===== config.mk =====
export PLATFORM = sky130hd
export DESIGN_NAME = wsf_out_fifo
export DESIGN_NICKNAME = d
export VERILOG_FILES = /design/src/design/wsf_pkg.sv /design/src/design/wsf_out_fifo.sv
export SDC_FILE = /design/constraint.sdc
export NUM_CORES = 1
export LEC_CHECK = 0
export BUFFER_PORTS_ARGS = -buffer_cell sky130_fd_sc_hd__buf_4
export CAP_MARGIN = 20
export CORE_UTILIZATION = 59
export DETAILED_ROUTE_END_ITERATION = 12
export PLACE_DENSITY = 0.79
export SLEW_MARGIN = 10
export SYNTH_ARGS = -nofsm -noshare
export SYNTH_HDL_FRONTEND = slang
export SYNTH_SLANG_ARGS = --single-unit
export TNS_END_PERCENT = 20

===== constraint.sdc =====
create_clock -name clk_i -period 6 [get_ports clk_i]
set_input_delay 1.2 -clock clk_i [delete_from_list [all_inputs] [get_ports clk_i]]
set_output_delay 1.2 -clock clk_i [all_outputs]
set_load 0.01 [all_outputs]

===== src/design/wsf_pkg.sv =====
`default_nettype none

package wsf_pkg;

  // fixed field and register widths
  localparam int unsigned PIX_W     = 8;
  localparam int unsigned FW_W      = 11;
  localparam int unsigned FH_W      = 12;
  localparam int unsigned CFG_W     = 12;
  localparam int unsigned CFG_IDX_W = 2;
  localparam int unsigned LINE_DW   = 2 * PIX_W;

  // register reset values and default line capacity
  localparam int unsigned MAX_WIDTH_DEF = 1024;
  localparam int unsigned RESET_WIDTH   = 640;
  localparam int unsigned RESET_HEIGHT  = 480;
  localparam int unsigned MIN_DIM       = 3;

  // kernel arithmetic: 8*centre plus eight neighbours, then divide by 16
  localparam int unsigned CENTRE_SHIFT = 3;
  localparam int unsigned NORM_SHIFT   = 4;
  localparam int unsigned SUM_W        = PIX_W + NORM_SHIFT;

  // result queue
  localparam int unsigned OUT_DEPTH = 4;
  localparam int unsigned OUT_PTR_W = $clog2(OUT_DEPTH);
  localparam int unsigned OUT_CNT_W = $clog2(OUT_DEPTH + 1);

  // register indexes
  localparam logic [CFG_IDX_W-1:0] REG_FRAME_WIDTH  = 2'd0;
  localparam logic [CFG_IDX_W-1:0] REG_FRAME_HEIGHT = 2'd1;

  // one accepted beat as seen by the datapath
  typedef struct packed {
    logic             valid;
    logic             emit;
    logic             border;
    logic             last;
    logic [PIX_W-1:0] pixel;
  } wsf_item_t;

  // control status towards the top level
  typedef struct packed {
    logic busy;
    logic col_ok;
  } wsf_status_t;

endpackage

`default_nettype wire


===== src/design/wsf_out_fifo.sv =====
`default_nettype none

module wsf_out_fifo (
  input  logic                           clk_i,
  input  logic                           rst_ni,
  input  logic                           push_i,
  input  logic [wsf_pkg::PIX_W-1:0]      push_pixel_i,
  input  logic                           push_last_i,
  output logic [wsf_pkg::OUT_CNT_W-1:0]  count_o,
  output logic                           valid_o,
  input  logic                           ready_i,
  output logic [wsf_pkg::PIX_W-1:0]      pixel_o,
  output logic                           last_o
);

  import wsf_pkg::*;

  logic [PIX_W:0]     slot_q [OUT_DEPTH];
  logic [OUT_PTR_W-1:0] wr_ptr_q;
  logic [OUT_PTR_W-1:0] rd_ptr_q;
  logic [OUT_CNT_W-1:0] cnt_q;
  logic                 pop;

  assign valid_o = cnt_q != '0;
  assign pop     = valid_o && ready_i;

  // result slots
  always_ff @(posedge clk_i) begin
    if (push_i) begin
      slot_q[wr_ptr_q] <= {push_last_i, push_pixel_i};
    end
  end

  // pointers and fill level
  always_ff @(posedge clk_i or negedge rst_ni) begin
    if (!rst_ni) begin
      wr_ptr_q <= '0;
      rd_ptr_q <= '0;
      cnt_q    <= '0;
    end else begin
      if (push_i) begin
        wr_ptr_q <= wr_ptr_q + OUT_PTR_W'(1);
      end
      if (pop) begin
        rd_ptr_q <= rd_ptr_q + OUT_PTR_W'(1);
      end
      if (push_i && !pop) begin
        cnt_q <= cnt_q + OUT_CNT_W'(1);
      end else if (pop && !push_i) begin
        cnt_q <= cnt_q - OUT_CNT_W'(1);
      end
    end
  end

  assign pixel_o = slot_q[rd_ptr_q][PIX_W-1:0];
  assign last_o  = slot_q[rd_ptr_q][PIX_W];
  assign count_o = cnt_q;

endmodule

`default_nettype wire

# Word-level counts from Yosys, hierarchy flattened
# Memory sizes are Yosys's and may differ from the RTL's.
# Cells that the tools add are included.
[totals]
register_bits = 7
ramBits = 36
in_bits = 13
out_inout_bits = 13
word_cells = 19
mem_count = 1
[mem_list]
columns = ["name", "depth", "word_bits", "read_ports", "rd_ports_with_merged_regs", "wr", "line_no", "rtl"]
rows = [
  ["slot_q", 4, 9, 1, 0, 1, "wsf_out_fifo.sv:18", "logic [PIX_W:0] slot_q [OUT_DEPTH];"],
]
[classes]
addsub = 4
n_mux = 4
reduce_logical = 7
[ops]
columns = ["op", "n"]
rows = [
  ["3-bit two-way mux", 2],
  ["2-bit by 1-bit adder with 2-bit output (second input constant)", 2],
  ["3-bit by 1-bit adder with 3-bit output (second input constant)", 1],
  ["1-bit logical AND", 3],
  ["3-bit nonzero test", 1],
  ["3-bit by 1-bit subtractor with 3-bit output (second input constant)", 1],
  ["1-bit zero test", 2],
  ["1-bit two-way mux", 2],
  ["2-bit nonzero test", 1],
]

# Logic depth before layout (Yosys ltp)
[logic_depth]
word_depth = 5
mapped_depth = 8
depth_no_buf = 8

# Worst setup path before layout
# Ideal clock, no wire load.
[synth_timing]
kind = "input -> register"
startpoint = "input ready_i"
endpoint = "register cnt_q[2] (netlist: count_o[2])"
t_arrival_ns = 2.198
path_slack_ns = 3.723
stages = 7
cell_sequence = "nand2_4 -> ha_1 -> inv_1 -> fa_1 -> xor2_1 -> nor2_1 -> xor2_1"
[synth_via]
elab_chain_len = 4
word_cells_on_any_way = 6
[synth_rtl]
columns = ["item", "line_no", "rtl"]
rows = [
  ["start: declaration", "wsf_out_fifo.sv:11", "input logic ready_i,"],
  ["1-bit logical AND (*)", "wsf_out_fifo.sv:25", "assign pop = valid_o && ready_i;"],
  ["1-bit zero test", "wsf_out_fifo.sv:47", "if (push_i && !pop) begin"],
  ["1-bit logical AND", "wsf_out_fifo.sv:47", ""],
  ["3-bit two-way mux / 2-bit nonzero test (equally long branches)", "n/a", ""],
  ["end signal: assignment", "wsf_out_fifo.sv:48", "cnt_q <= cnt_q + OUT_CNT_W'(1);"],
  ["end signal: assignment", "wsf_out_fifo.sv:50", "cnt_q <= cnt_q - OUT_CNT_W'(1);"],
  ["end: declaration", "wsf_out_fifo.sv:21", "logic [OUT_CNT_W-1:0] cnt_q;"],
]
# Mark *: on every way between the ends. The rest lies on a longest branch, timed or not.
# A chain may end at the register's enable or synchronous reset.

# Worst setup path after layout
[layout_timing]
startpoint = "register rd_ptr_q[0]"
endpoint = "output pixel_o[6] in the netlist's numbering"
[layout_via]
elab_chain_len = 1
[layout_rtl]
columns = ["item", "line_no", "rtl"]
rows = [
  ["start: declaration", "wsf_out_fifo.sv:20", "logic [OUT_PTR_W-1:0] rd_ptr_q;"],
  ["start signal: assignment", "wsf_out_fifo.sv:45", "rd_ptr_q <= rd_ptr_q + OUT_PTR_W'(1);"],
  ["memory 4 x 9 bit", "n/a", ""],
  ["end: declaration", "wsf_out_fifo.sv:12", "output logic [wsf_pkg::PIX_W-1:0] pixel_o,"],
]
# Every way passes these cells.

==> impl_metrics.csv <==
group,metric,value,unit
status,status,"finished clean",
sta,worst_slack,2890,ps
clock_network,cts_buffer_depth,2,
setup_path,cp_max_fo,11,
clock_network,clock_sinks,43,
synth,synth.distinct_cells,19,
clock_network,clk_latency,350,ps
global_routing,grt_max_degree,15,
setup_path,crit_start,"rd_ptr_q[0]",
placed_design,place_inst,134,
clock_network,clk_pin_slew_worst_paths,120,ps
pwr,ir_worst_vdd,0.384,mV
cells_and_area,layout.cells.non_filler,142,
floorplan,dieArea,3110,um^2
floorplan,io_pins,26,
drt,first_pass_iters,4,
drt,routedWlPerCell,18.0,um
pwr,sequentialPowerShare,51.6,%
placed_design,finalWeightedCongestion,0.621,
setup_path,criticalPathCategory,"reg2out",
setup_path,critPathLaunchType,"flip-flop",
setup_path,critPathMaxStageDelay,780,ps
global_routing,grt_remaining_overflow,0,
cells_and_area,final_area,1970,um^2
clock_network,cts_buffers,5,
placed_design,place_ws,3250,ps
synth,netlist_instances,80,
synth,yosysWarnings,0,
pwr,p_switching,0.284,mW
clock_network,cts-hold-fix-buffers,0,
synth,synth_seq_cells,43,
setup_path,cp_cell_sequence,"mux4_1 -> buf_4",
pwr,p_int,0.616,mW
sta,final_max_slew_viol_count,0,
drt,num_vias,777,
setup_path,crit_arrival,1910,ps
sta,finalHoldViolCount,0,
setup_path,slowest_stage,"dfrtp_1",
flow_run,maxCapViolCount,0,
cells_and_area,drive_gt1_share,40.5,%
synth,yosysSeqAreaShare,73.6,%
pwr,p_clk_share,15.4,%
floorplan,die_y,55.8,um
synth,syn-num-nets,99,
sta,setup_viol_count_final,0,
drt,via_per_inst,5.47,
cells_and_area,fin_util,71.6,%
sta,max_freq,321,MHz
floorplan,initial_core_util,61.9,%
setup_path,cp_data_required_time,4800,ps
sta,worstMarginPinSlew,656,ps
hold_path,worstHoldStart,"count_o[2]",
cells_and_area,area_growth,15.7,%
pwr,swShare,31.5,%
cells_and_area,final_common_cell,"edfxtp_1",
global_routing,track_usage,19.1,%
pwr,p_leak,0.733,nW
pwr,p_comb_share,33.0,%
clock_network,cts-root-buf,"clkbuf_4",
pwr,powerDensity,456,nW/um^2
global_routing,grt_pass1_wl,4150,um
sta,min_period,3110,ps
floorplan,die_w,55.8,um
sta,fin_crit_sh,51.9,%
drt,drtIter0Drc,16,
synth,syn_area,1710,um^2
clock_network,htree_num_levels,2,
sta,setup-tns-final,0,ps
placed_design,dpl.hpwl,1750,um
drt,routed_wl,2550,um
sta,rsz0062_at_grt,"no",
placed_design,port_buffers,25,
setup_path,cp-end-kind,"output port",
floorplan,row_count,19,
global_routing,grt_antenna_before_repair,0,
cells_and_area,nFillCells,167,
drt,antenna_left,0,
cells_and_area,fin_nets,129,
setup_path,regToRegStartpoint,"count_o[0]",
clock_network,cts_tree,"done",
sta,finClkSkew,4.30,ps
drt,post-route-drc-count,0,
hold_path,hold_path.class,"reg2reg",
sta,relSlewSlack,56.2,%
placed_design,dpl_cell_area,1920,um^2
cells_and_area,antennaDiodeCount,0,
clock_network,cts_setup_buffers,0,
floorplan,core,2760,um^2
clock_network,postCtsResizedCells,0,
synth,syn_area_per_cell,21.3,um^2
cells_and_area,most-common-layout-cells,"edfxtp_1 (36), buf_4 (25), mux4_2 (8)",
global_routing,grt_pass1_vias,842,
-- worst max-delay path, delay by kind of cell (launching register included) --
family,cells,cell delay (ps)
buffers and inverters,1,160
DFF,1,780
muxes,1,630
-- stage by stage --
step	power (mW)	hold WS, ps
global placement	0.759	480
detailed placement	0.775	526
CTS	0.909	543
finish	0.900	534
global route	0.948	560
floorplan	0.649	494
-- power groups by stage --
stage / logic, mW / registers [mW] / clock network, mW
2_1_floorplan: 0.213 / 0.436 / 0
3_3_place_gp: 0.291 / 0.468 / 0
3_5_place_dp: 0.301 / 0.474 / 0
4_1_cts: 0.302 / 0.467 / 0.140
5_1_grt: 0.324 / 0.476 / 0.148
6_report: 0.297 / 0.464 / 0.138
-- metal layers --
metal / global-route usage (%) / part of all wire, % / wire, um
met5: 0 / 0 / 0
met1: 26.1 / 46 / 1180
met3: 6.51 / 3.4 / 88
met4: 7.14 / 1.8 / 47
met2: 28.9 / 49 / 1240
-- state kept, by name (all words and copies together) (netlist names) --
register and count:
count_o 3, wr_ptr_q 2, slot_q 36, rd_ptr_q 2
-- synthesized netlist by cell type (all sizes together) --
master  instances  area share [%]
and2            4             1.5
nor2            1            0.22
xor2            3             1.5
fa              1             1.2
o21ai           1            0.29
edfxtp         36              63
inv             3            0.66
or3             1            0.66
dfrtp           7              10
ha              5             3.7
mux2            1            0.66
nand2           2            0.88
mux4            9              12
xnor2           3             1.5
buf             2            0.95
nand3           1            0.59
-- final timing paths --
path                                to  slack [ps]  cells past startpoint
setup / recovery            pixel_o[6]        2890                      2
hold / removal              count_o[2]         530                      1
setup reg to reg            count_o[2]        3860                      8
hold reg to reg             count_o[2]         530                      1
max in group asynchronous  wr_ptr_q[0]        5240                      1
min in group asynchronous  rd_ptr_q[1]         630                      1
-- final cells by class --
cell class / count / area (um^2) / area share [%]
sequential: 43 / 1260 / 63.6
tap: 31 / 38.8 / 1.96
inverter: 3 / 11.3 / 0.570
timing repair buffer: 25 / 188 / 9.51
multi-input combinational: 32 / 423 / 21.4
clock buffer: 5 / 37.5 / 1.90
clock inverter: 3 / 20.0 / 1.01
-- cell families after synthesis --
group                    synth area share, %
buffers and inverters                   1.61
XOR/XNOR                                3.08
AND/OR/NAND/NOR                         3.81
multiplexers                            12.8
adder cells (fa/ha/maj)                 4.84
AO/OA/AOI/OAI                          0.293
flip-flops                              73.6
Note: power is estimated with default switching activity, not from simulation.
