**config.mk**
```make
export PLATFORM = sky130hd
export DESIGN_NAME = wsf_ctrl
export DESIGN_NICKNAME = d
export VERILOG_FILES = /design/src/design/wsf_pkg.sv /design/src/design/wsf_ctrl.sv
export SDC_FILE = /design/constraint.sdc
export NUM_CORES = 1
export LEC_CHECK = 0
export ABC_AREA = 1
export BUFFER_PORTS_ARGS = -buffer_cell sky130_fd_sc_hd__buf_2
export CAP_MARGIN = 25
export CORE_MARGIN = 2
export CORE_UTILIZATION = 30
export CTS_BUF_LIST = sky130_fd_sc_hd__clkbuf_2 sky130_fd_sc_hd__clkbuf_4 sky130_fd_sc_hd__clkbuf_8
export DETAILED_ROUTE_END_ITERATION = 7
export GPL_ROUTABILITY_DRIVEN = 0
export GPL_TIMING_DRIVEN = 0
export PLACE_DENSITY_LB_ADDON = 0.08
export SYNTH_ARGS = -nofsm -noshare
export SYNTH_HDL_FRONTEND = slang
export SYNTH_SLANG_ARGS = --single-unit
```
**constraint.sdc**
```tcl
create_clock -name clk_i -period 8 [get_ports clk_i]
set_clock_uncertainty 0.1 [all_clocks]
set_input_delay 1.6 -clock clk_i [delete_from_list [all_inputs] [get_ports clk_i]]
set_output_delay 1.6 -clock clk_i [all_outputs]
set_load 0.02 [all_outputs]
```
**src/design/wsf_pkg.sv**
```systemverilog
`default_nettype none

package wsf_pkg;

  // fixed field and register widths
  localparam int unsigned PIX_W     = 8;
  localparam int unsigned FW_W      = 11;
  localparam int unsigned FH_W      = 12;
  localparam int unsigned CFG_W     = 12;
  localparam int unsigned CFG_IDX_W = 2;
  localparam int unsigned LINE_DW   = 2 * PIX_W;

  // register reset values and default line capacity
  localparam int unsigned MAX_WIDTH_DEF = 1024;
  localparam int unsigned RESET_WIDTH   = 640;
  localparam int unsigned RESET_HEIGHT  = 480;
  localparam int unsigned MIN_DIM       = 3;

  // kernel arithmetic: 8*centre plus eight neighbours, then divide by 16
  localparam int unsigned CENTRE_SHIFT = 3;
  localparam int unsigned NORM_SHIFT   = 4;
  localparam int unsigned SUM_W        = PIX_W + NORM_SHIFT;

  // result queue
  localparam int unsigned OUT_DEPTH = 4;
  localparam int unsigned OUT_PTR_W = $clog2(OUT_DEPTH);
  localparam int unsigned OUT_CNT_W = $clog2(OUT_DEPTH + 1);

  // register indexes
  localparam logic [CFG_IDX_W-1:0] REG_FRAME_WIDTH  = 2'd0;
  localparam logic [CFG_IDX_W-1:0] REG_FRAME_HEIGHT = 2'd1;

  // one accepted beat as seen by the datapath
  typedef struct packed {
    logic             valid;
    logic             emit;
    logic             border;
    logic             last;
    logic [PIX_W-1:0] pixel;
  } wsf_item_t;

  // control status towards the top level
  typedef struct packed {
    logic busy;
    logic col_ok;
  } wsf_status_t;

endpackage

`default_nettype wire

```
**src/design/wsf_ctrl.sv**
```systemverilog
`default_nettype none

module wsf_ctrl #(
  parameter int unsigned MAX_WIDTH = 1024
) (
  input  logic                            clk_i,
  input  logic                            rst_ni,
  input  logic                            cfg_we_i,
  input  logic [wsf_pkg::CFG_IDX_W-1:0]   cfg_idx_i,
  input  logic [wsf_pkg::CFG_W-1:0]       cfg_data_i,
  input  logic                            in_fire_i,
  input  logic [wsf_pkg::PIX_W-1:0]       pixel_i,
  input  logic                            pad_i,
  output logic [$clog2(MAX_WIDTH)-1:0]    rd_addr_o,
  output wsf_pkg::wsf_item_t              item_o,
  output wsf_pkg::wsf_status_t            status_o
);

  import wsf_pkg::*;

  localparam int unsigned AW    = $clog2(MAX_WIDTH);
  localparam int unsigned WW    = $clog2(MAX_WIDTH + 1);
  localparam int unsigned CW    = (WW > FW_W) ? WW : FW_W;
  localparam int unsigned POS_W = $clog2(MAX_WIDTH * ((1 << FH_W) - 1) + 1);
  localparam int unsigned PW    = WW + FH_W;
  localparam int unsigned CNT_W = $clog2(POS_W + 1);

  typedef enum logic {ST_RUN, ST_DIV} st_e;

  st_e              st_q;
  logic [FW_W-1:0]  fw_q;
  logic [FH_W-1:0]  fh_q;
  logic [AW-1:0]    in_col_q;
  logic [FH_W-1:0]  in_row_q;
  logic [POS_W-1:0] pos_q;
  logic [POS_W-1:0] orow_q;
  logic [WW-1:0]    ocol_q;
  logic [POS_W-1:0] total_q;
  logic [CNT_W-1:0] div_cnt_q;
  logic [POS_W-1:0] div_quot_q;
  logic [WW-1:0]    div_rem_q;

  logic [WW-1:0]    w_eff;
  logic [FH_W-1:0]  h_eff;
  logic [FH_W-1:0]  h_m1;
  logic [PW-1:0]    area;
  logic             flushing;
  logic             act;
  logic             emit;
  logic             last;
  logic             border;
  logic             col_wrap;
  logic             ocol_wrap;
  logic [WW:0]      rem_sh;
  logic             rem_ge;
  logic [WW:0]      rem_sub;
  logic [WW-1:0]    rem_nx;

  // clamp the frame size registers
  always_comb begin
    if (fw_q < FW_W'(MIN_DIM)) begin
      w_eff = WW'(MIN_DIM);
    end else if (CW'(fw_q) > CW'(MAX_WIDTH)) begin
      w_eff = WW'(MAX_WIDTH);
    end else begin
      w_eff = WW'(fw_q);
    end
    h_eff = (fh_q < FH_W'(MIN_DIM)) ? FH_W'(MIN_DIM) : fh_q;
  end

  assign h_m1 = h_eff - FH_W'(1);
  assign area = PW'(w_eff) * PW'(h_eff);

  // beat classification
  assign flushing  = in_row_q >= h_eff;
  assign act       = in_fire_i && (flushing || !pad_i);
  assign emit      = flushing || (in_row_q >= FH_W'(2))
                   || ((in_row_q == FH_W'(1)) && (in_col_q != '0));
  assign col_wrap  = ((WW + 1)'(in_col_q) + (WW + 1)'(1)) >= (WW + 1)'(w_eff);
  assign ocol_wrap = ((WW + 1)'(ocol_q) + (WW + 1)'(1)) >= (WW + 1)'(w_eff);
  assign last      = ((POS_W + 1)'(pos_q) + (POS_W + 1)'(1)) >= (POS_W + 1)'(total_q);
  assign border    = (orow_q == '0) || (orow_q >= POS_W'(h_m1))
                   || (ocol_q == '0) || (ocol_q >= (w_eff - WW'(1)));

  // one restoring division step: output position over width
  assign rem_sh  = {div_rem_q, div_quot_q[POS_W-1]};
  assign rem_ge  = rem_sh >= (WW + 1)'(w_eff);
  assign rem_sub = rem_sh - (WW + 1)'(w_eff);
  assign rem_nx  = rem_ge ? rem_sub[WW-1:0] : rem_sh[WW-1:0];

  // frame area for the end-of-frame test
  always_ff @(posedge clk_i) begin
    total_q <= area[POS_W-1:0];
  end

  // registers, counters and the row/column recompute sequencer
  always_ff @(posedge clk_i or negedge rst_ni) begin
    if (!rst_ni) begin
      st_q       <= ST_RUN;
      fw_q       <= FW_W'(RESET_WIDTH);
      fh_q       <= FH_W'(RESET_HEIGHT);
      in_col_q   <= '0;
      in_row_q   <= '0;
      pos_q      <= '0;
      orow_q     <= '0;
      ocol_q     <= '0;
      div_cnt_q  <= '0;
      div_quot_q <= '0;
      div_rem_q  <= '0;
    end else if (cfg_we_i) begin
      if (cfg_idx_i == REG_FRAME_WIDTH) begin
        fw_q <= cfg_data_i[FW_W-1:0];
      end
      if (cfg_idx_i == REG_FRAME_HEIGHT) begin
        fh_q <= cfg_data_i[FH_W-1:0];
      end
      st_q       <= ST_DIV;
      div_cnt_q  <= CNT_W'(POS_W);
      div_quot_q <= pos_q;
      div_rem_q  <= '0;
    end else begin
      unique case (st_q)
        ST_DIV: begin
          div_quot_q <= {div_quot_q[POS_W-2:0], rem_ge};
          div_rem_q  <= rem_nx;
          div_cnt_q  <= div_cnt_q - CNT_W'(1);
          if (div_cnt_q == CNT_W'(1)) begin
            orow_q <= {div_quot_q[POS_W-2:0], rem_ge};
            ocol_q <= rem_nx;
            st_q   <= ST_RUN;
          end
        end
        ST_RUN: begin
          if (act) begin
            if (emit && last) begin
              in_col_q <= '0;
              in_row_q <= '0;
              pos_q    <= '0;
              orow_q   <= '0;
              ocol_q   <= '0;
            end else begin
              if (col_wrap) begin
                in_col_q <= '0;
                if (!flushing) begin
                  in_row_q <= in_row_q + FH_W'(1);
                end
              end else begin
                in_col_q <= in_col_q + AW'(1);
              end
              if (emit) begin
                pos_q <= pos_q + POS_W'(1);
                if (ocol_wrap) begin
                  ocol_q <= '0;
                  orow_q <= orow_q + POS_W'(1);
                end else begin
                  ocol_q <= ocol_q + WW'(1);
                end
              end
            end
          end
        end
        default: st_q <= ST_RUN;
      endcase
    end
  end

  // beat handed to the window stage, line store read issued now
  always_comb begin
    item_o.valid  = act;
    item_o.emit   = emit;
    item_o.border = border;
    item_o.last   = emit && last;
    item_o.pixel  = flushing ? '0 : pixel_i;
  end

  assign rd_addr_o       = in_col_q;
  assign status_o.busy   = (st_q == ST_DIV);
  assign status_o.col_ok = ocol_q < w_eff;

endmodule

`default_nettype wire

```
== Yosys cells after proc, flatten, opt, wreduce, memory -nomap -nowiden ==
Index checks and enable logic that the tools add are counted.
Word-level totals
  register bits: 161
  bits of input ports: 27
Operators by class
  add/sub/neg operators: 12
  multipliers: 1
  magnitude comparators: 12
  eq/ne operators: 8
  mux-type cells: 33
  bitwise gates (word level): 2
  reductions and logical operators: 24
Operator list (number)
  $mux W22: 9
  $mux W11: 10
  $mux W12: 4
  $add A22 B1 Y22 const B: 2
  $pmux W22 S2: 1
  $ge A12 B11 Y1: 2
  $add A22 B1 Y23 const B: 1
  $ge A23 B22 Y1: 1
  $ge A11 B11 Y1: 2
  $ge A22 B12 Y1: 1
  $logic_not A22 Y1: 1
  $mul A11 B12 Y22: 1
  $pmux W11 S2: 1
  $mux W10: 2
  $add A11 B1 Y12 const B: 1
  $add A12 B1 Y12 const B: 1
  $eq A12 B1 Y1 const B: 1
  $ge A12 B12 Y1: 1
  $ge A12 B2 Y1 const B: 1
  $lt A12 B2 Y1 const B: 1
  $sub A12 B1 Y12 const B: 1
  $add A10 B1 Y11 const B: 1
  $add A11 B1 Y11 const B: 1
  $gt A11 B11 Y1 const B: 1
  other kinds (26): 44

== Depth between registers and ports, before layout ==
  depth in word-level cells: 9
  mapped depth: 27
  depth with buffers taken out: 26

== Worst setup path before layout ==
Ideal clock, no wire load.
  path type: reg2reg
  start: register fw_q[4]
  end: register total_q[16]
  library setup time: 120 ps
  arrival time: 5387 ps
  required time: 7780 ps
  slack: 2393 ps
  stages on the path, launching flop included: 24
  buffers on the path: 0
  clock period less this slack: 5607 ps
  cells stage by stage: dfrtp_1 -> nor2_1 -> nand4_1 -> o21ai_1 -> nand2_1 -> clkinv_1 -> nand2_1 -> fa_1 -> fa_1 -> fa_1 -> inv_1 -> fa_1 -> inv_1 -> fa_1 -> inv_1 -> ha_1 -> a21oi_1 -> o21ai_0 -> inv_1 -> nand2_1 -> a21boi_0 -> o21ai_0 -> nand2_1 -> nand2_1
Between the ends
  cells in the longest elaborated chain, start to end: 4
  elaborated cells on any way between the ends: 5
Ends and longest elaborated chain
  from (decl): RTL line wsf_ctrl.sv:31  | logic [FW_W-1:0] fw_q;
  from (signal assigned): RTL line wsf_ctrl.sv:100  | fw_q <= FW_W'(RESET_WIDTH);
  from (signal assigned): RTL line wsf_ctrl.sv:112  | fw_q <= cfg_data_i[FW_W-1:0];
  $gt A11 B11 Y1: RTL line wsf_ctrl.sv:63  | end else if (CW'(fw_q) > CW'(MAX_WIDTH)) begin
  $mux W11: RTL line wsf_ctrl.sv:63
  $mux W11 (*): RTL line wsf_ctrl.sv:61  | if (fw_q < FW_W'(MIN_DIM)) begin
  $mul A11 B12 Y22 (*): RTL line wsf_ctrl.sv:72  | assign area = PW'(w_eff) * PW'(h_eff);
  via area[16]: RTL line wsf_ctrl.sv:46  | logic [PW-1:0] area;
  to (signal assigned): RTL line wsf_ctrl.sv:93  | total_q <= area[POS_W-1:0];
  to (decl): RTL line wsf_ctrl.sv:38  | logic [POS_W-1:0] total_q;
Mark *: on every way through the listed nets, which the timed path passes. The rest lies on a longest branch.
A chain may end at the register's enable or synchronous reset.

== Worst setup path after layout ==
  start: register fw_q[10]
  end: output port item_o[9] (netlist name)
Between the ends
  cells in the longest elaborated chain, start to end: 6
  elaborated cells on any way between the ends: 7
Ends and longest elaborated chain
  $gt A11 B11 Y1: RTL line wsf_ctrl.sv:63
  $mux W11: RTL line wsf_ctrl.sv:63
  $mux W11 (*): RTL line wsf_ctrl.sv:61
  $sub A11 B1 Y11 (*): RTL line wsf_ctrl.sv:83  | || (ocol_q == '0) || (ocol_q >= (w_eff - WW'(1)));
  $ge A11 B11 Y1 (*): RTL line wsf_ctrl.sv:83
  $logic_or A1 B1 Y1 (*): RTL line wsf_ctrl.sv:83
  to (decl): RTL line wsf_ctrl.sv:15  | output wsf_pkg::wsf_item_t item_o,
Every way passes the cells marked *; elsewhere a longest branch is shown, timed or not.

==> impl_metrics.csv <==
group,metric,value,unit
worst_setup_path,cp_top_family,"simple AND/OR/NAND/NOR gates",
min_path,hold_path.class,"register to register",
clocking,clk_pin_slew,0.10,ns
clocking,cts_tree,"built",
pwr,power_frac_comb,0.595,
pwr,clkPwrFrac,0.158,
clocking,root_buffer,"clkbuf_8",
cells_and_area,drive_gt1_frac,0.0626,
clocking,cts_resized,0,
sta,hold_violations,0,
sta,period_share,0.922,
worst_setup_path,start_kind,"register",
worst_setup_path,path_cells,"buf_2, inv_2, nand2_1, inv_1, nand2_1, nor2_1, inv_2, nand2_1, clkinv_1, ha_1, inv_1, nor3_1, nand4_1, o21ai_0, ha_1, nand2_1, nor4_1, nand4_1, o311ai_0, nor2_1, nand3_1, buf_4, buf_2",
sta,tns,0,ns
floorplanning,row_count,84,
pwr,p_leak,0.00903,µW
logic_synthesis,yosysTopAreaCell,"dfrtp_1",
logic_synthesis,synth-seq-cells,161,
floorplanning,die_y,234,µm
pwr,p_int,2130,µW
logic_synthesis,synth_area,15900,µm²
sta,slew_headroom,0.322,
clocking,htree_num_levels,4,
logic_synthesis,synth_edf_count,0,
floorplanning,io_pins,51,
job,drv_cap,0,
global_route,grt_usage,0.206,
logic_synthesis,synth_cells,2154,
placement,dp_hpwl,42400,µm
logic_synthesis,synth_warnings,0,
clocking,ctsHoldBuffers,0,
worst_setup_path,critPathMaxStageDelay,0.72,ns
clocking,cts_sinks,161,
global_route,grt_max_degree,79,
cells_and_area,syn2layout_area_growth,9.87,%
sta,rsz0062_at_grt,"no",
placement,portBuffers,49,
clocking,cts_buffer_depth,2,
detailed_routing,drc_errors,0,
pwr,p_per_area,245,nW/µm²
floorplanning,die_w,234,µm
logic_synthesis,synth-async-reset-ratio,0.863,
sta,finalCriticalPeriod,7.38,ns
worst_setup_path,crit_buf_inv,8,
worst_setup_path,cp.arrival,5.68,ns
logic_synthesis,syn_nets,2443,
pwr,ir_drop,0.000171,V
logic_synthesis,synth_top_cell_area_share,0.210,
floorplanning,core_region_area,52400,µm²
cells_and_area,nets,2512,
detailed_routing,via_per_inst,4.81,
detailed_routing,dr.first_iter.drc_count,943,
clocking,clkLatencyLatePin,0.54,ns
clocking,post-cts-setup-buffer-count,0,
clocking,cts_made_buffers,17,
floorplanning,start_util,0.303,
worst_setup_path,cp_data_required_time,6.30,ns
run_status,status,"finished clean",
sta,worstMarginPinSlew,1.01,ns
global_route,grt_pass1_vias,14000,
detailed_routing,wire_per_inst,18.3,µm
detailed_routing,drtPass1Iterations,5,
logic_synthesis,ys_top_cells_by_count,"nand2_1 (554), inv_1 (340), nor2_1 (227)",
pwr,p_sw_frac,0.503,
logic_synthesis,synth_seq_area_share,0.247,
worst_setup_path,crit_path_frequent_cell,"nand2_1",
logic_synthesis,synth.area.top_cells,"dfrtp_1 (21%), ha_1 (14%), nand2_1 (13%)",
worst_setup_path,slowest_stage,"clkinv_1",
global_route,antenna_found_initial,4,
worst_setup_path,crit_type,"register to output port",
sta,setup-violations-final,0,
logic_synthesis,synth_flop_cell,"dfrtp_1",
cells_and_area,fin_util,0.332,
detailed_routing,ant_nets,0,
worst_setup_path,cp-end-kind,"output port",
floorplanning,fp.dieArea,54800,µm²
sta,max_freq,136,MHz
global_route,grt_pass1_wl,84000,µm
pwr,seqPwrFrac,0.247,
pwr,p_sw,2150,µW
sta,slew_viol_final,0,
worst_setup_path,cp_max_fo,12,
logic_synthesis,ys_types,57,
global_route,grt.overflow.total,0,
logic_synthesis,yosysMostFrequentCell,"nand2_1",
detailed_routing,via_count,14100,
logic_synthesis,syn_avg_cell_area,7.37,µm²
detailed_routing,finalWirelength,53500,µm
-- per-layer routing --
metal / global-route usage / share of wire / wire length [µm] / vias to the layer above
met4: 0.0364 / 0.010 / 534 / 0
met5: 0 / 0 / 0 / -
met3: 0.0287 / 0.035 / 1870 / 26
met2: 0.338 / 0.47 / 25100 / 262
li1: - / - / - / 6953
met1: 0.290 / 0.49 / 26000 / 6818
-- flip-flops by register name (all words and copies together), names as in the netlist --
register	count
rd_addr_o	10
ocol_q	11
fw_q	11
div_quot_q	22
in_row_q	12
orow_q	22
st_q	1
fh_q	12
div_cnt_q	5
total_q	22
pos_q	22
div_rem_q	11
-- worst reg2reg max path, stage by stage (launching register included) --
cell and delay [ns]:
dfrtp_1 0.40, nor2_1 0.15, nand4_1 0.14, o21ai_1 0.39
nand2_1 0.73, inv_2 0.49, nand2_1 0.13, fa_1 0.55
fa_1 0.45, fa_1 0.49, inv_1 0.06, fa_1 0.55
inv_1 0.06, fa_1 0.52, inv_1 0.04, ha_1 0.37
a21oi_1 0.25, o21ai_0 0.10, inv_1 0.07, nand2_1 0.09
a21boi_0 0.51, o21ai_0 0.15, nand2_1 0.08, nand2_1 0.13
-- per-stage QoR --
| step | std cells | setup WS (ns) | total power [µW] | hold slack, ns | instance area [µm²] |
|---|---|---|---|---|---|
| floorplan | 2154 | 2.39 | 2820 | 0.348 | 15900 |
| global placement | 2891 | 0.932 | 3610 | 0.368 | 17000 |
| detailed placement | 2892 | 0.882 | 3630 | 0.380 | 17000 |
| CTS | 2924 | 0.494 | 4330 | 0.400 | 17400 |
| global route | 2925 | 0.103 | 4750 | 0.431 | 17400 |
| finish | 2925 | 0.623 | 4270 | 0.397 | 17400 |
-- logic make-up (layout without fill, tap and decap cells) --
family / count (synthesis) / in the layout / synth area share
fa+ha+maj: 262 / 262 / 0.249
flops: 161 / 161 / 0.247
buf+inv: 415 / 497 / 0.106
xor+xnor: 89 / 89 / 0.0500
simple gates: 977 / 977 / 0.258
other cells: 0 / 1 / 0
compound gates: 250 / 250 / 0.0904
-- layout by cell type (no fill, tap or decap), types with 5 or more instances in the layout --
master	count
nand3b_1	11
ha_1	173
clkbuf_8	18
o21ai_0	91
o31ai_1	5
o21a_1	11
nand3_1	95
buf_4	10
dfxtp_1	22
inv_1	340
fa_1	89
buf_6	7
nor3_1	22
o21bai_1	5
dfrtp_1	133
buf_1	5
nor2_1	227
buf_2	57
nor4_1	10
clkinv_1	10
clkbuf_1	28
xnor2_1	16
nand4_1	34
a21oi_1	86
a21o_1	6
o211ai_1	26
dfstp_2	6
xor2_1	72
nand2_1	554
-- worst paths after layout --
check | start | endpoint | slack (ns) | cells past startpoint
worst max-delay path | fw_q[10]$_DFFE_PN0P_ | item_o[9] | 0.62 | 23
worst min-delay path | div_cnt_q[4]$_DFFE_PN0P_ | div_cnt_q[4]$_DFFE_PN0P_ | 0.40 | 1
worst max register to register | fw_q[4]$_DFFE_PN0P_ | total_q[18]$_DFF_P_ | 0.82 | 23
worst min register to register | div_cnt_q[4]$_DFFE_PN0P_ | div_cnt_q[4]$_DFFE_PN0P_ | 0.40 | 1
max in group asynchronous | rst_ni | fh_q[6]$_DFFE_PN1P_ | 6.02 | 2
min in group asynchronous | rst_ni | div_rem_q[10]$_DFFE_PN0P_ | 0.93 | 1
-- power by group through the flow --
stage | Sequential [µW] | Clock (µW) | Combinational, µW
global placement | 1070 | 0 | 2540
CTS | 1060 | 696 | 2580
global route | 1070 | 733 | 2950
floorplan | 1030 | 0 | 1790
detailed placement | 1070 | 0 | 2560
finish | 1060 | 673 | 2550
-- final cells by class --
type | instances | area (µm²)
timing repair buffer | 50 | 283
sequential | 161 | 3930
fill | 5716 | 35000
antenna | 1 | 2.50
multi-input combinational | 1578 | 10300
buffer | 61 | 348
clock buffer | 18 | 248
tap | 688 | 861
clock inverter | 14 | 173
inverter | 354 | 1330
No activity file was read; power rests on OpenSTA's default activity.
