**src/design/wsf_pkg.sv**
```systemverilog
`default_nettype none

package wsf_pkg;

  // fixed field and register widths
  localparam int unsigned PIX_W     = 8;
  localparam int unsigned FW_W      = 11;
  localparam int unsigned FH_W      = 12;
  localparam int unsigned CFG_W     = 12;
  localparam int unsigned CFG_IDX_W = 2;
  localparam int unsigned LINE_DW   = 2 * PIX_W;

  // register reset values and default line capacity
  localparam int unsigned MAX_WIDTH_DEF = 1024;
  localparam int unsigned RESET_WIDTH   = 640;
  localparam int unsigned RESET_HEIGHT  = 480;
  localparam int unsigned MIN_DIM       = 3;

  // kernel arithmetic: 8*centre plus eight neighbours, then divide by 16
  localparam int unsigned CENTRE_SHIFT = 3;
  localparam int unsigned NORM_SHIFT   = 4;
  localparam int unsigned SUM_W        = PIX_W + NORM_SHIFT;

  // result queue
  localparam int unsigned OUT_DEPTH = 4;
  localparam int unsigned OUT_PTR_W = $clog2(OUT_DEPTH);
  localparam int unsigned OUT_CNT_W = $clog2(OUT_DEPTH + 1);

  // register indexes
  localparam logic [CFG_IDX_W-1:0] REG_FRAME_WIDTH  = 2'd0;
  localparam logic [CFG_IDX_W-1:0] REG_FRAME_HEIGHT = 2'd1;

  // one accepted beat as seen by the datapath
  typedef struct packed {
    logic             valid;
    logic             emit;
    logic             border;
    logic             last;
    logic [PIX_W-1:0] pixel;
  } wsf_item_t;

  // control status towards the top level
  typedef struct packed {
    logic busy;
    logic col_ok;
  } wsf_status_t;

endpackage

`default_nettype wire

```
**src/design/wsf_window.sv**
```systemverilog
`default_nettype none

module wsf_window #(
  parameter int unsigned MAX_WIDTH = 1024
) (
  input  logic                            clk_i,
  input  logic                            rst_ni,
  input  wsf_pkg::wsf_item_t              item_i,
  input  logic [$clog2(MAX_WIDTH)-1:0]    col_i,
  input  logic [wsf_pkg::LINE_DW-1:0]     rd_data_i,
  output logic                            wr_en_o,
  output logic [$clog2(MAX_WIDTH)-1:0]    wr_addr_o,
  output logic [wsf_pkg::LINE_DW-1:0]     wr_data_o,
  output logic                            push_o,
  output logic [wsf_pkg::PIX_W-1:0]       push_pixel_o,
  output logic                            push_last_o,
  output logic [1:0]                      inflight_o
);

  import wsf_pkg::*;

  localparam int unsigned AW = $clog2(MAX_WIDTH);

  wsf_item_t        s1_q;
  logic [AW-1:0]    s1_col_q;
  logic             s2_push_q;
  logic             s2_border_q;
  logic             s2_last_q;
  logic [PIX_W-1:0] win_q [3][3];
  logic [PIX_W-1:0] above;
  logic [PIX_W-1:0] middle;
  logic [SUM_W-1:0] sum;

  // line store entry: above row in the upper byte, middle row in the lower
  assign above  = rd_data_i[LINE_DW-1:PIX_W];
  assign middle = rd_data_i[PIX_W-1:0];

  // write back: middle moves up, the new pixel becomes the middle row
  assign wr_en_o   = s1_q.valid;
  assign wr_addr_o = s1_col_q;
  assign wr_data_o = {middle, s1_q.pixel};

  // pipeline control
  always_ff @(posedge clk_i or negedge rst_ni) begin
    if (!rst_ni) begin
      s1_q      <= '0;
      s2_push_q <= 1'b0;
    end else begin
      s1_q      <= item_i;
      s2_push_q <= s1_q.valid && s1_q.emit;
    end
  end

  // sideband and address along the pipe
  always_ff @(posedge clk_i) begin
    s1_col_q    <= col_i;
    s2_border_q <= s1_q.border;
    s2_last_q   <= s1_q.last;
  end

  // 3x3 window shift, new column enters on the right
  always_ff @(posedge clk_i or negedge rst_ni) begin
    if (!rst_ni) begin
      for (int r = 0; r < 3; r++) begin
        for (int c = 0; c < 3; c++) begin
          win_q[r][c] <= '0;
        end
      end
    end else if (s1_q.valid) begin
      for (int r = 0; r < 3; r++) begin
        win_q[r][0] <= win_q[r][1];
        win_q[r][1] <= win_q[r][2];
      end
      win_q[0][2] <= above;
      win_q[1][2] <= middle;
      win_q[2][2] <= s1_q.pixel;
    end
  end

  // weighted sum over the window
  assign sum = (SUM_W'(win_q[1][1]) << CENTRE_SHIFT)
             + SUM_W'(win_q[0][0]) + SUM_W'(win_q[0][1]) + SUM_W'(win_q[0][2])
             + SUM_W'(win_q[1][0]) + SUM_W'(win_q[1][2])
             + SUM_W'(win_q[2][0]) + SUM_W'(win_q[2][1]) + SUM_W'(win_q[2][2]);

  assign push_o       = s2_push_q;
  assign push_pixel_o = s2_border_q ? win_q[1][1] : sum[SUM_W-1:NORM_SHIFT];
  assign push_last_o  = s2_last_q;
  assign inflight_o   = 2'(s1_q.valid && s1_q.emit) + 2'(s2_push_q);

endmodule

`default_nettype wire

```
**config.mk**
```make
export PLATFORM = sky130hd
export DESIGN_NAME = wsf_window
export DESIGN_NICKNAME = d
export VERILOG_FILES = /design/src/design/wsf_pkg.sv /design/src/design/wsf_window.sv
export SDC_FILE = /design/constraint.sdc
export NUM_CORES = 1
export LEC_CHECK = 0
export BUFFER_PORTS_ARGS = -buffer_cell sky130_fd_sc_hd__buf_2
export CAP_MARGIN = 0
export CORE_MARGIN = 8
export CORE_UTILIZATION = 52
export DETAILED_ROUTE_END_ITERATION = 8
export PLACE_DENSITY = 0.73
export RECOVER_POWER = 25
export SETUP_SLACK_MARGIN = 0.2
export SLEW_MARGIN = 20
export SYNTH_ARGS = -nofsm -noshare
export SYNTH_HDL_FRONTEND = slang
export SYNTH_SLANG_ARGS = --single-unit
export TNS_END_PERCENT = 1
```
**constraint.sdc**
```tcl
create_clock -name clk_i -period 11.9 [get_ports clk_i]
set_clock_uncertainty 0.2 [all_clocks]
set_input_delay 2.38 -clock clk_i [delete_from_list [all_inputs] [get_ports clk_i]]
set_output_delay 2.38 -clock clk_i [all_outputs]
set_load 0.005 [all_outputs]
```
# Word level (Yosys, flattened, before mapping)
# Index checks and enable logic that the tools add are counted.
[classes]
addsub = 9
muxes = 1
n_reduce_logical = 1
[op_table]
columns = ["op", "n"]
rows = [
  ["$add 12x8->12", 7],
  ["$add 11x8->12", 1],
  ["$mux 8", 1],
  ["$add 1x1->2", 1],
  ["$logic_and 1x1->1", 1],
]
[word_totals]
regBits = 97
in_bits = 40
output_inout_bits = 39
word_cells = 29

# Depth between registers and ports, before layout
# Gate-level depths: netlist (run 1).
[logic_depth]
ltp_word = 9
depth_mapped = 13
depth_no_buf = 13

# Worst setup path after synthesis (run 1)
# Ideal clock, no wire load.
[synth_timing]
path_type = "register to output"
from = "register win_q[4] in the netlist's numbering"
to = "output push_pixel_o[6] in the netlist's numbering"
arrival_ns = 3.932
required_time_ns = 9.320
path_slack_ns = 5.388
path_stages_with_launch = 14
n_path_buf = 0
path_cell_list = "dfrtp_1 inv_1 fa_1 inv_1 fa_1 fa_1 inv_1 fa_1 inv_1 ha_1 nor4bb_1 a211o_1 a2111o_1 and3_1"
[synth_between]
elab_chain_cells = 2
[synth_lines]
columns = ["item", "line_no", "rtl"]
rows = [
  ["from (decl)", "wsf_window.sv:29", "logic [PIX_W-1:0] win_q [3][3];"],
  ["from (signal, indexed assignment)", "wsf_window.sv:71", "win_q[r][0] <= win_q[r][1];"],
  ["from (signal, indexed assignment)", "wsf_window.sv:72", "win_q[r][1] <= win_q[r][2];"],
  ["$add 12x8->12", "wsf_window.sv:84", "+ SUM_W'(win_q[2][0]) + SUM_W'(win_q[2][1]) + SUM_W'(win_q[2][2]);"],
  ["$mux 8", "wsf_window.sv:87", "assign push_pixel_o = s2_border_q ? win_q[1][1] : sum[SUM_W-1:NORM_SHIFT];"],
  ["to (decl)", "wsf_window.sv:15", "output logic [wsf_pkg::PIX_W-1:0] push_pixel_o,"],
]
# Every way passes these cells.

# Final worst setup path (run 1)
# Ends and elaborated chain as after synthesis.

==> results of run 1 <==
## stage by stage
step / utilization / cell area, µm² / worst slack (ns) / hold WS [ns]
3_5_place_dp: 0.5795 / 5664 / 5.105 / 0.1294
4_1_cts: 0.5992 / 5857 / 4.658 / 0.1576
5_1_grt: 0.5988 / 5853 / 4.412 / 0.1710
2_1_floorplan: - / 5255 / 5.388 / 0.1242
3_3_place_gp: 0.5795 / 5664 / 5.141 / 0.1288
6_report: 0.5988 / 5853 / 4.688 / 0.1513
## sequential cells by signal, summed over array words and instances, names as in the netlist
| signal | cells |
|---|---|
| wr_addr_o | 10 |
| s1_q | 3 |
| push_last_o | 1 |
| push_o | 1 |
| wr_en_o | 1 |
| s2_border_q | 1 |
| wr_data_o | 8 |
| win_q | 72 |
## how the worst min path moves through the flow
stage / start / to / slack, ns / cells after the start
floorplan: s1_q[8] / push_last_o / 0.12 / 0
global placement: s1_q[9] / s2_border_q / 0.13 / 0
detailed placement: s1_q[8] / push_last_o / 0.13 / 0
CTS: s1_q[8] / push_last_o / 0.16 / 0
global route: s1_q[8] / push_last_o / 0.17 / 0
finish: s1_q[8] / push_last_o / 0.15 / 0
## cell type report
cell class / instances / area [µm²]
inverters: 94 / 352.8
fillers: 835 / 3921
repair buffers: 80 / 404.1
multi-input cells: 237 / 2366
clock buffers: 10 / 127.6
well taps: 133 / 166.4
clock inverters: 6 / 65.06
flip-flops and latches: 97 / 2371
## placed cells by master (no fill, tap or decap), drive strengths merged, types with 2 or more instances in the layout
cell type / n
and3: 3
o21ai: 36
clkbuf: 11
nor2: 4
fa: 51
nor3b: 2
dfrtp: 85
and2: 2
inv: 95
nand2: 44
nand3: 4
a21oi: 6
xnor2: 2
buf: 79
ha: 17
a21o: 3
nand4: 2
mux2: 41
dfxtp: 12
a211oi: 4
clkinv: 3
## critical path, stage by stage, from the launching register on
cell and delay (ns):
dfrtp_1 0.36, inv_1 0.07, fa_1 0.53, inv_1 0.05
fa_1 0.50, fa_1 0.55, inv_1 0.05, fa_1 0.53
inv_1 0.04, ha_1 0.36, nor4bb_1 0.17, a211o_1 0.37
a2111o_1 0.39, and3_1 0.16, buf_2 0.13
## cell families (layout without fill, tap and decap cells)
| family | Yosys count | count (layout) | synth area share |
|---|---|---|---|
| multiplexers | 42 | 42 | 0.08976 |
| adder cells (fa/ha/maj) | 68 | 68 | 0.2348 |
| AND/OR/NAND/NOR | 66 | 66 | 0.05619 |
| buffers and inverters | 123 | 190 | 0.09929 |
| AO/OA/AOI/OAI | 58 | 58 | 0.06453 |
| flip-flops | 97 | 97 | 0.4505 |
| XOR/XNOR | 3 | 3 | 0.005001 |
## per-layer routing
layer  up-vias  GRT usage
li1       1541          -
met2        89     0.2681
met4         0    0.08297
met1      1622     0.1806
met3        23    0.05171
met5         -          0
==> flow_metrics.env, run 1 <==
export IMPL_synthFlopType="dfrtp_1"
export IMPL_rsz0062_at_grt="false"
export IMPL_wl_met1_mm=3.796
export IMPL_layout_drive_gt1_share=0.2595
export IMPL_violations="max-capacitance violations, max-slew violations"
export IMPL_cts_buffers=9
export IMPL_fp_dieArea_um2=13580
export IMPL_via_per_inst=4.985
export IMPL_ios=79
export IMPL_finalCriticalPeriod_ns=7.212
export IMPL_status="complete, but fails checks"
export IMPL_reg2reg_to="win_q[24]"
export IMPL_highest_layer="met4"
export IMPL_setup_viol=0
export IMPL_timing_rr_start="wr_en_o"
export IMPL_die_x_um=116.5
export IMPL_syn2layout_area_growth_pct=11.38
export IMPL_crit_arrival_ns=4.63
export IMPL_grt_pass1_wl_mm=16.62
export IMPL_yosysUniqueCellTypes=39
export IMPL_routabilityCongestion=0.8516
export IMPL_hold_buffers=0
export IMPL_grt_total_usage=0.1604
export IMPL_max_freq_ghz=0.1387
export IMPL_required_ns=9.32
export IMPL_end_kind="output port"
export IMPL_synthTopCellsByArea="dfrtp_1 (40%), fa_1 (19%), mux2_2 (8.8%), inv_1 (6.6%), dfxtp_1 (4.6%)"
export IMPL_maxCapViolations=1
export IMPL_worstRegToRegCells=3
export IMPL_fin_nets=627
export IMPL_finalNonFillerCells=657
export IMPL_die_h_um=116.5
export IMPL_rrSetupSlack_ns=7.40
export IMPL_firstDrtPassIters=4
export IMPL_crit_path_start="win_q[4]"
export IMPL_synth_seq_area_share=0.4505
export IMPL_slew_viol_final=105
export IMPL_synth_edf_count=0
export IMPL_io_buffers=78
export IMPL_htreeDepth=3
export IMPL_num_antenna_cells=0
export IMPL_synthTopCellsByCount="inv_1 (93), dfrtp_1 (85), fa_1 (51)"
export IMPL_synth_area_per_cell_um2=11.50
export IMPL_insertion_delay_ns=0.38
export IMPL_synth_most_common_cell="inv_1"
export IMPL_period_share=0.6061
export IMPL_cts_tree="done"
export IMPL_core_um2=9774
export IMPL_row_count=36
export IMPL_syn_inst=457
export IMPL_grt_pass1_vias=3671
export IMPL_tns_ns=0
export IMPL_start_util=0.5376
export IMPL_place_inst=641
export IMPL_grt_max_degree=105
export IMPL_drt_initial_drc_count=156
export IMPL_dr_wl_met3_um=568
export IMPL_antenna_found_initial=0
export IMPL_maxSlewHeadroom=-1.899
export IMPL_async_reset_ff_frac=0.8763
export IMPL_synth_nets=565
export IMPL_antenna_left=0
export IMPL_dp_hpwl_mm=7.280
export IMPL_path_max_fanout=6
export IMPL_ys_warn_count=0
export IMPL_hold_violations=0
export IMPL_crit_type="flop to output port"
export IMPL_ys_seq_elements=97
export IMPL_crit_end="push_pixel_o[6]"
export IMPL_cts_sinks=97
export IMPL_drc=0
export IMPL_dr_wl_met2_mm=4.780
export IMPL_detail_route_wl_per_cell_um=14.39
export IMPL_yosys_area_top_type="dfrtp_1"
export IMPL_vias=3275
export IMPL_cts_buffer_depth=2
export IMPL_postCtsSetupBuffers=0
export IMPL_clk_pin_slew_ns=0.09
export IMPL_hold_class="flop to flop"
export IMPL_cts_root_buf="clkbuf_8"
export IMPL_worst_setup_path_start_kind="flop"
export IMPL_syn_cell_area_um2=5255
export IMPL_grt_overflow_total=0
export IMPL_cts_resized_gates=0
export IMPL_routed_wirelength_mm=9.456
export IMPL_synth_top_area_share=0.4048
export IMPL_worstMarginPinSlew_ns=4.349
Power of run 1 is left out: the tool's default activity adds up to more than one toggle a clock period on the data nets, which glitch-free logic cannot reach.
==> inputs of run 2 (changes only) <==
--- a/config.mk
+++ b/config.mk
@@ -10,7 +10,7 @@
 export CORE_MARGIN = 8
 export CORE_UTILIZATION = 52
 export DETAILED_ROUTE_END_ITERATION = 8
-export PLACE_DENSITY = 0.73
+export PLACE_DENSITY = 0.76
 export RECOVER_POWER = 25
 export SETUP_SLACK_MARGIN = 0.2
 export SLEW_MARGIN = 20
==> constraint.sdc (replaced) <==
create_clock -name clk_i -period 6.3 [get_ports clk_i]
set_clock_uncertainty 0.2 [all_clocks]
set_input_delay 1.26 -clock clk_i [delete_from_list [all_inputs] [get_ports clk_i]]
set_output_delay 1.26 -clock clk_i [all_outputs]
set_load 0.005 [all_outputs]
==> run 2 against run 1 <==
Compared with the run above: the flow still finishes with violations (max-capacitance violations, max-slew violations); clock-buffer cell count shrank 1; die area is the same; worst setup slack lost 4.4 ns; critical path depth is the same; non-clock buffer count is the same; largest cell class is now multi-input combinational cells.
==> flow_metrics.env, run 2 (synthesis results as in run 1) <==
export IMPL_syn2layout_area_growth_pct=12.88
export IMPL_htreeDepth=3
export IMPL_insertion_delay_ns=0.37
export IMPL_tns_ns=0
export IMPL_violations="max-capacitance violations, max-slew violations"
export IMPL_ios=79
export IMPL_crit_type="flop to output port"
export IMPL_routed_wirelength_mm=9.752
export IMPL_grt_max_degree=106
export IMPL_crit_cells=14
export IMPL_grt_total_usage=0.1586
export IMPL_dp_hpwl_mm=7.454
export IMPL_antenna_left=0
export IMPL_status="complete, but fails checks"
export IMPL_worst_setup_path_start_kind="flop"
export IMPL_finalCriticalPeriod_ns=5.966
export IMPL_firstDrtPassIters=4
export IMPL_core_um2=9774
export IMPL_drc=0
export IMPL_cts_buffers=9
export IMPL_vias=3307
export IMPL_largest_reg_flops=72
export IMPL_path_delay_family="adder cells"
export IMPL_hold_violations=0
export IMPL_detail_route_wl_per_cell_um=14.84
export IMPL_required_ns=4.84
export IMPL_crit_arrival_ns=4.51
export IMPL_cts_sinks=97
export IMPL_crit_chain="inv_1 -> fa_1 -> inv_1 -> fa_1 -> fa_1 -> inv_1 -> fa_1 -> inv_1 -> ha_4 -> nor4bb_2 -> a211o_4 -> a2111o_1 -> and3_1 -> buf_2"
export IMPL_period_share=0.9470
export IMPL_drt_initial_drc_count=186
export IMPL_fin_nets=627
export IMPL_num_antenna_cells=0
export IMPL_via_per_inst=5.033
export IMPL_antenna_found_initial=0
export IMPL_start_util=0.5376
export IMPL_dp_slack_ns=0.5943
export IMPL_fp_dieArea_um2=13580
export IMPL_slew_viol_final=42
export IMPL_finalWorstSetupSlack_ns=0.3339
export IMPL_routabilityCongestion=0.8476
export IMPL_maxSlewHeadroom=-0.5042
export IMPL_path_max_fanout=5
export IMPL_row_count=36
export IMPL_die_h_um=116.5
export IMPL_fillCellCount=803
export IMPL_end_kind="output port"
export IMPL_grt_pass1_wl_mm=16.83
export IMPL_max_freq_ghz=0.1676
export IMPL_mostFrequentLayoutCell="inv_1"
export IMPL_critPathSlowestCell="fa_1"
export IMPL_crit_buf_inv=5
export IMPL_io_buffers=78
export IMPL_hold_class="flop to flop"
export IMPL_maxCapViolations=1
export IMPL_clk_pin_slew_ns=0.10
export IMPL_cts_tree="done"
export IMPL_largest_register="win_q"
export IMPL_layout_common_cells="inv_1 (93), dfrtp_1 (84), buf_2 (77)"
export IMPL_rsz0062_at_grt="true"
export IMPL_grt_pass1_vias=3815
export IMPL_hold_buffers=0
export IMPL_grt_overflow_total=0
export IMPL_cts_buffer_depth=2
export IMPL_worstMarginPinSlew_ns=2.256
export IMPL_layout_drive_gt1_share=0.2863
export IMPL_cts_root_buf="clkbuf_8"
export IMPL_setup_viol=0
export IMPL_cpPeakStageDelay_ns=0.54
export IMPL_hold_depth=0
export IMPL_die_x_um=116.5
export IMPL_worstRegToRegCells=1
[run 2: cell count changes in the layout (fill, tap and decap cells not counted), sizes merged]
cell / change
clkinvlp: -1
clkbuf: -1
inv: +3
bufinv: -1
[run 2: final cells by class]
cell class	count	area [µm²]	area share
Multi-Input combinational cell	237	2444	0.4119
Sequential cell	97	2371	0.3997
Timing Repair Buffer	80	404.1	0.06813
Inverter	94	352.8	0.05948
Tap cell	133	166.4	0.02805
Clock buffer	9	123.9	0.02088
Clock inverter	7	70.07	0.01181
[run 2: what timing repair did]
item | 4_1_cts | 5_1_grt
gates resized for setup | 0 | 16
pin swaps | 1 | 2
endpoints found under the setup margin | 2 | 6
buffers inserted | 1 | 0
endpoints found under the hold margin | 0 | 0
[run 2: routing by layer]
metal,share of wire,GRT usage,wire (µm),vias up
met3,0.059,0.04964,571,15
met1,0.40,0.1735,3867,1662
met4,0.015,0.04149,151,0
met2,0.53,0.2901,5161,92
li1,-,-,-,1538
met5,0,0,0,-
[run 2: worst paths after layout]
kind / start / endpoint / slack [ns]
max reg2reg: wr_en_o / win_q[42] / 4.40
max: win_q[5] / push_pixel_o[6] / 0.33
min: s1_q[9] / s2_border_q / 0.15
min reg2reg: s1_q[9] / s2_border_q / 0.15
min in group asynchronous: rst_ni / win_q[49] / 1.35
max in group asynchronous: rst_ni / wr_en_o / 2.94
[run 2: through the flow]
step | cells | hold slack, ns | instance area (µm²) | utilization
detailed placement | 640 | 0.1346 | 5657 | 0.5787
finish | 657 | 0.1542 | 5932 | 0.6069
global placement | 640 | 0.1268 | 5657 | 0.5787
floorplan | 457 | 0.1242 | 5255 | -
global route | 657 | 0.1721 | 5932 | 0.6069
CTS | 657 | 0.1580 | 5858 | 0.5993
Power of run 2 is left out for the same reason.
==> inputs of run 3 (changes only) <==
==> constraint.sdc (replaced) <==
create_clock -name clk_i -period 6.3 [get_ports clk_i]
set_clock_uncertainty 0.2 [all_clocks]
set_input_delay 0.945 -clock clk_i [delete_from_list [all_inputs] [get_ports clk_i]]
set_output_delay 0.945 -clock clk_i [all_outputs]
set_load 0.005 [all_outputs]
==> run 3 against run 2 <==
Compared with the run above: the flow still finishes with violations (max-capacitance violations, max-slew violations); clock-buffer cell count grew 3; non-clock buffer count fell by 1; core utilization is 0.90 points lower; via count fell by 1.5%; worst setup slack improved by 0.15 ns; sequential cell count unchanged; die area unchanged; critical endpoint is now push_pixel_o[4]; largest cell class is now sequential cells; highest routed layer unchanged.
==> flow_metrics.env, run 3 (synthesis results as in run 1) <==
export IMPL_status="complete, but fails checks"
export IMPL_violations="max-capacitance violations, max-slew violations"
export IMPL_worst_setup_path_start_kind="flop"
export IMPL_cts_buffer_depth=2
export IMPL_finalCriticalPeriod_ns=5.812
export IMPL_largest_register="win_q"
export IMPL_path_delay_family="adder cells"
export IMPL_fin_nets=626
export IMPL_grt_total_usage=0.1639
export IMPL_maxSlewHeadroom=-0.4795
export IMPL_routabilityCongestion=0.8476
export IMPL_multiInputGateArea_um2=2367
export IMPL_crit_arrival_ns=4.67
export IMPL_routed_wirelength_mm=9.668
export IMPL_row_count=36
export IMPL_maxCapViolations=1
export IMPL_insertion_delay_ns=0.37
export IMPL_seq_area_um2=2371
export IMPL_antenna_found_initial=0
export IMPL_cts_root_buf="clkbuf_8"
export IMPL_setup_viol=0
export IMPL_required_ns=5.15
export IMPL_end_kind="output port"
export IMPL_path_max_fanout=5
export IMPL_mostFrequentLayoutCell="inv_1"
export IMPL_cts_buffers=9
export IMPL_grt_pass1_vias=3845
export IMPL_grt_overflow_total=0
export IMPL_period_share=0.9226
export IMPL_start_util=0.5376
export IMPL_clk_pin_slew_ns=0.10
export IMPL_crit_buf_inv=5
export IMPL_core_um2=9774
export IMPL_io_buffers=78
export IMPL_drc=0
export IMPL_worstMarginPinSlew_ns=2.219
export IMPL_rsz0062_at_grt="false"
export IMPL_cpPeakStageDelay_ns=0.54
export IMPL_antenna_left=0
export IMPL_hold_class="flop to flop"
export IMPL_layout_drive_gt1_share=0.2600
export IMPL_drt_initial_drc_count=160
export IMPL_tns_ns=0
export IMPL_max_freq_ghz=0.1721
export IMPL_die_h_um=116.5
export IMPL_crit_chain="inv_1 -> fa_1 -> inv_1 -> fa_1 -> fa_1 -> inv_1 -> fa_1 -> inv_1 -> ha_1 -> and3_1 -> a211o_2 -> nor3b_1 -> a211oi_1 -> buf_2"
export IMPL_crit_type="flop to output port"
export IMPL_dp_hpwl_mm=7.499
export IMPL_htreeDepth=3
export IMPL_largest_reg_flops=72
export IMPL_layout_common_cells="inv_1 (93), dfrtp_1 (84), buf_2 (77)"
export IMPL_die_x_um=116.5
export IMPL_slew_viol_final=42
export IMPL_detail_route_wl_per_cell_um=14.74
export IMPL_hold_violations=0
export IMPL_fillCellCount=858
export IMPL_ios=79
export IMPL_critPathSlowestCell="fa_1"
export IMPL_syn2layout_area_growth_pct=11.21
export IMPL_cts_sinks=97
export IMPL_firstDrtPassIters=4
export IMPL_grt_max_degree=106
export IMPL_num_antenna_cells=0
export IMPL_grt_pass1_wl_mm=17.17
export IMPL_vias=3259
export IMPL_cts_tree="done"
export IMPL_fp_dieArea_um2=13580
export IMPL_via_per_inst=4.968
-- run 3: changes by cell type in the layout (fill, tap and decap cells not counted), sizes merged --
cell    before  now
inv         98   94
clkbuf      10   13
clkinv       3    4
buf         79   78
-- run 3: timing repair --
action                                  CTS  global route
endpoints found under the setup margin    0             1
buffers inserted                          0             0
hold buffers                              0             0
resized for setup                         0             1
-- run 3: worst paths after layout --
path	start	endpoint	slack (ns)	depth (start not counted)
max	win_q[5]	push_pixel_o[4]	0.49	14
min	s1_q[9]	s2_border_q	0.16	0
max reg2reg	wr_en_o	win_q[32]	4.39	1
min reg2reg	s1_q[9]	s2_border_q	0.16	0
max in group asynchronous	rst_ni	wr_en_o	3.28	2
min in group asynchronous	rst_ni	win_q[9]	1.02	1
-- run 3: final cells by class --
type / count / share of cell area
Sequential cell: 97 / 0.4057
Multi-Input combinational cell: 237 / 0.4051
Timing Repair Buffer: 79 / 0.06787
Inverter: 94 / 0.06037
Tap cell: 133 / 0.02847
Clock buffer: 12 / 0.02655
Clock inverter: 4 / 0.005994
-- run 3: per-layer routing --
layer	up-vias	global-route usage	share of wire
met3	18	0.05843	0.064
li1	1540	-	-
met1	1605	0.1741	0.39
met4	0	0.05532	0.022
met2	96	0.2951	0.53
met5	-	0	0
-- run 3: per-stage QoR --
stage,hold WS (ns),setup slack [ns],std cells,utilization,area [µm²]
CTS,0.1582,0.4412,656,0.5982,5847
global placement,0.1268,0.9850,640,0.5787,5657
finish,0.1564,0.4878,656,0.5979,5844
global route,0.1704,0.2344,656,0.5979,5844
detailed placement,0.1287,0.8871,640,0.5787,5657
floorplan,0.1242,1.223,457,-,5255
Power of run 3 is left out for the same reason.
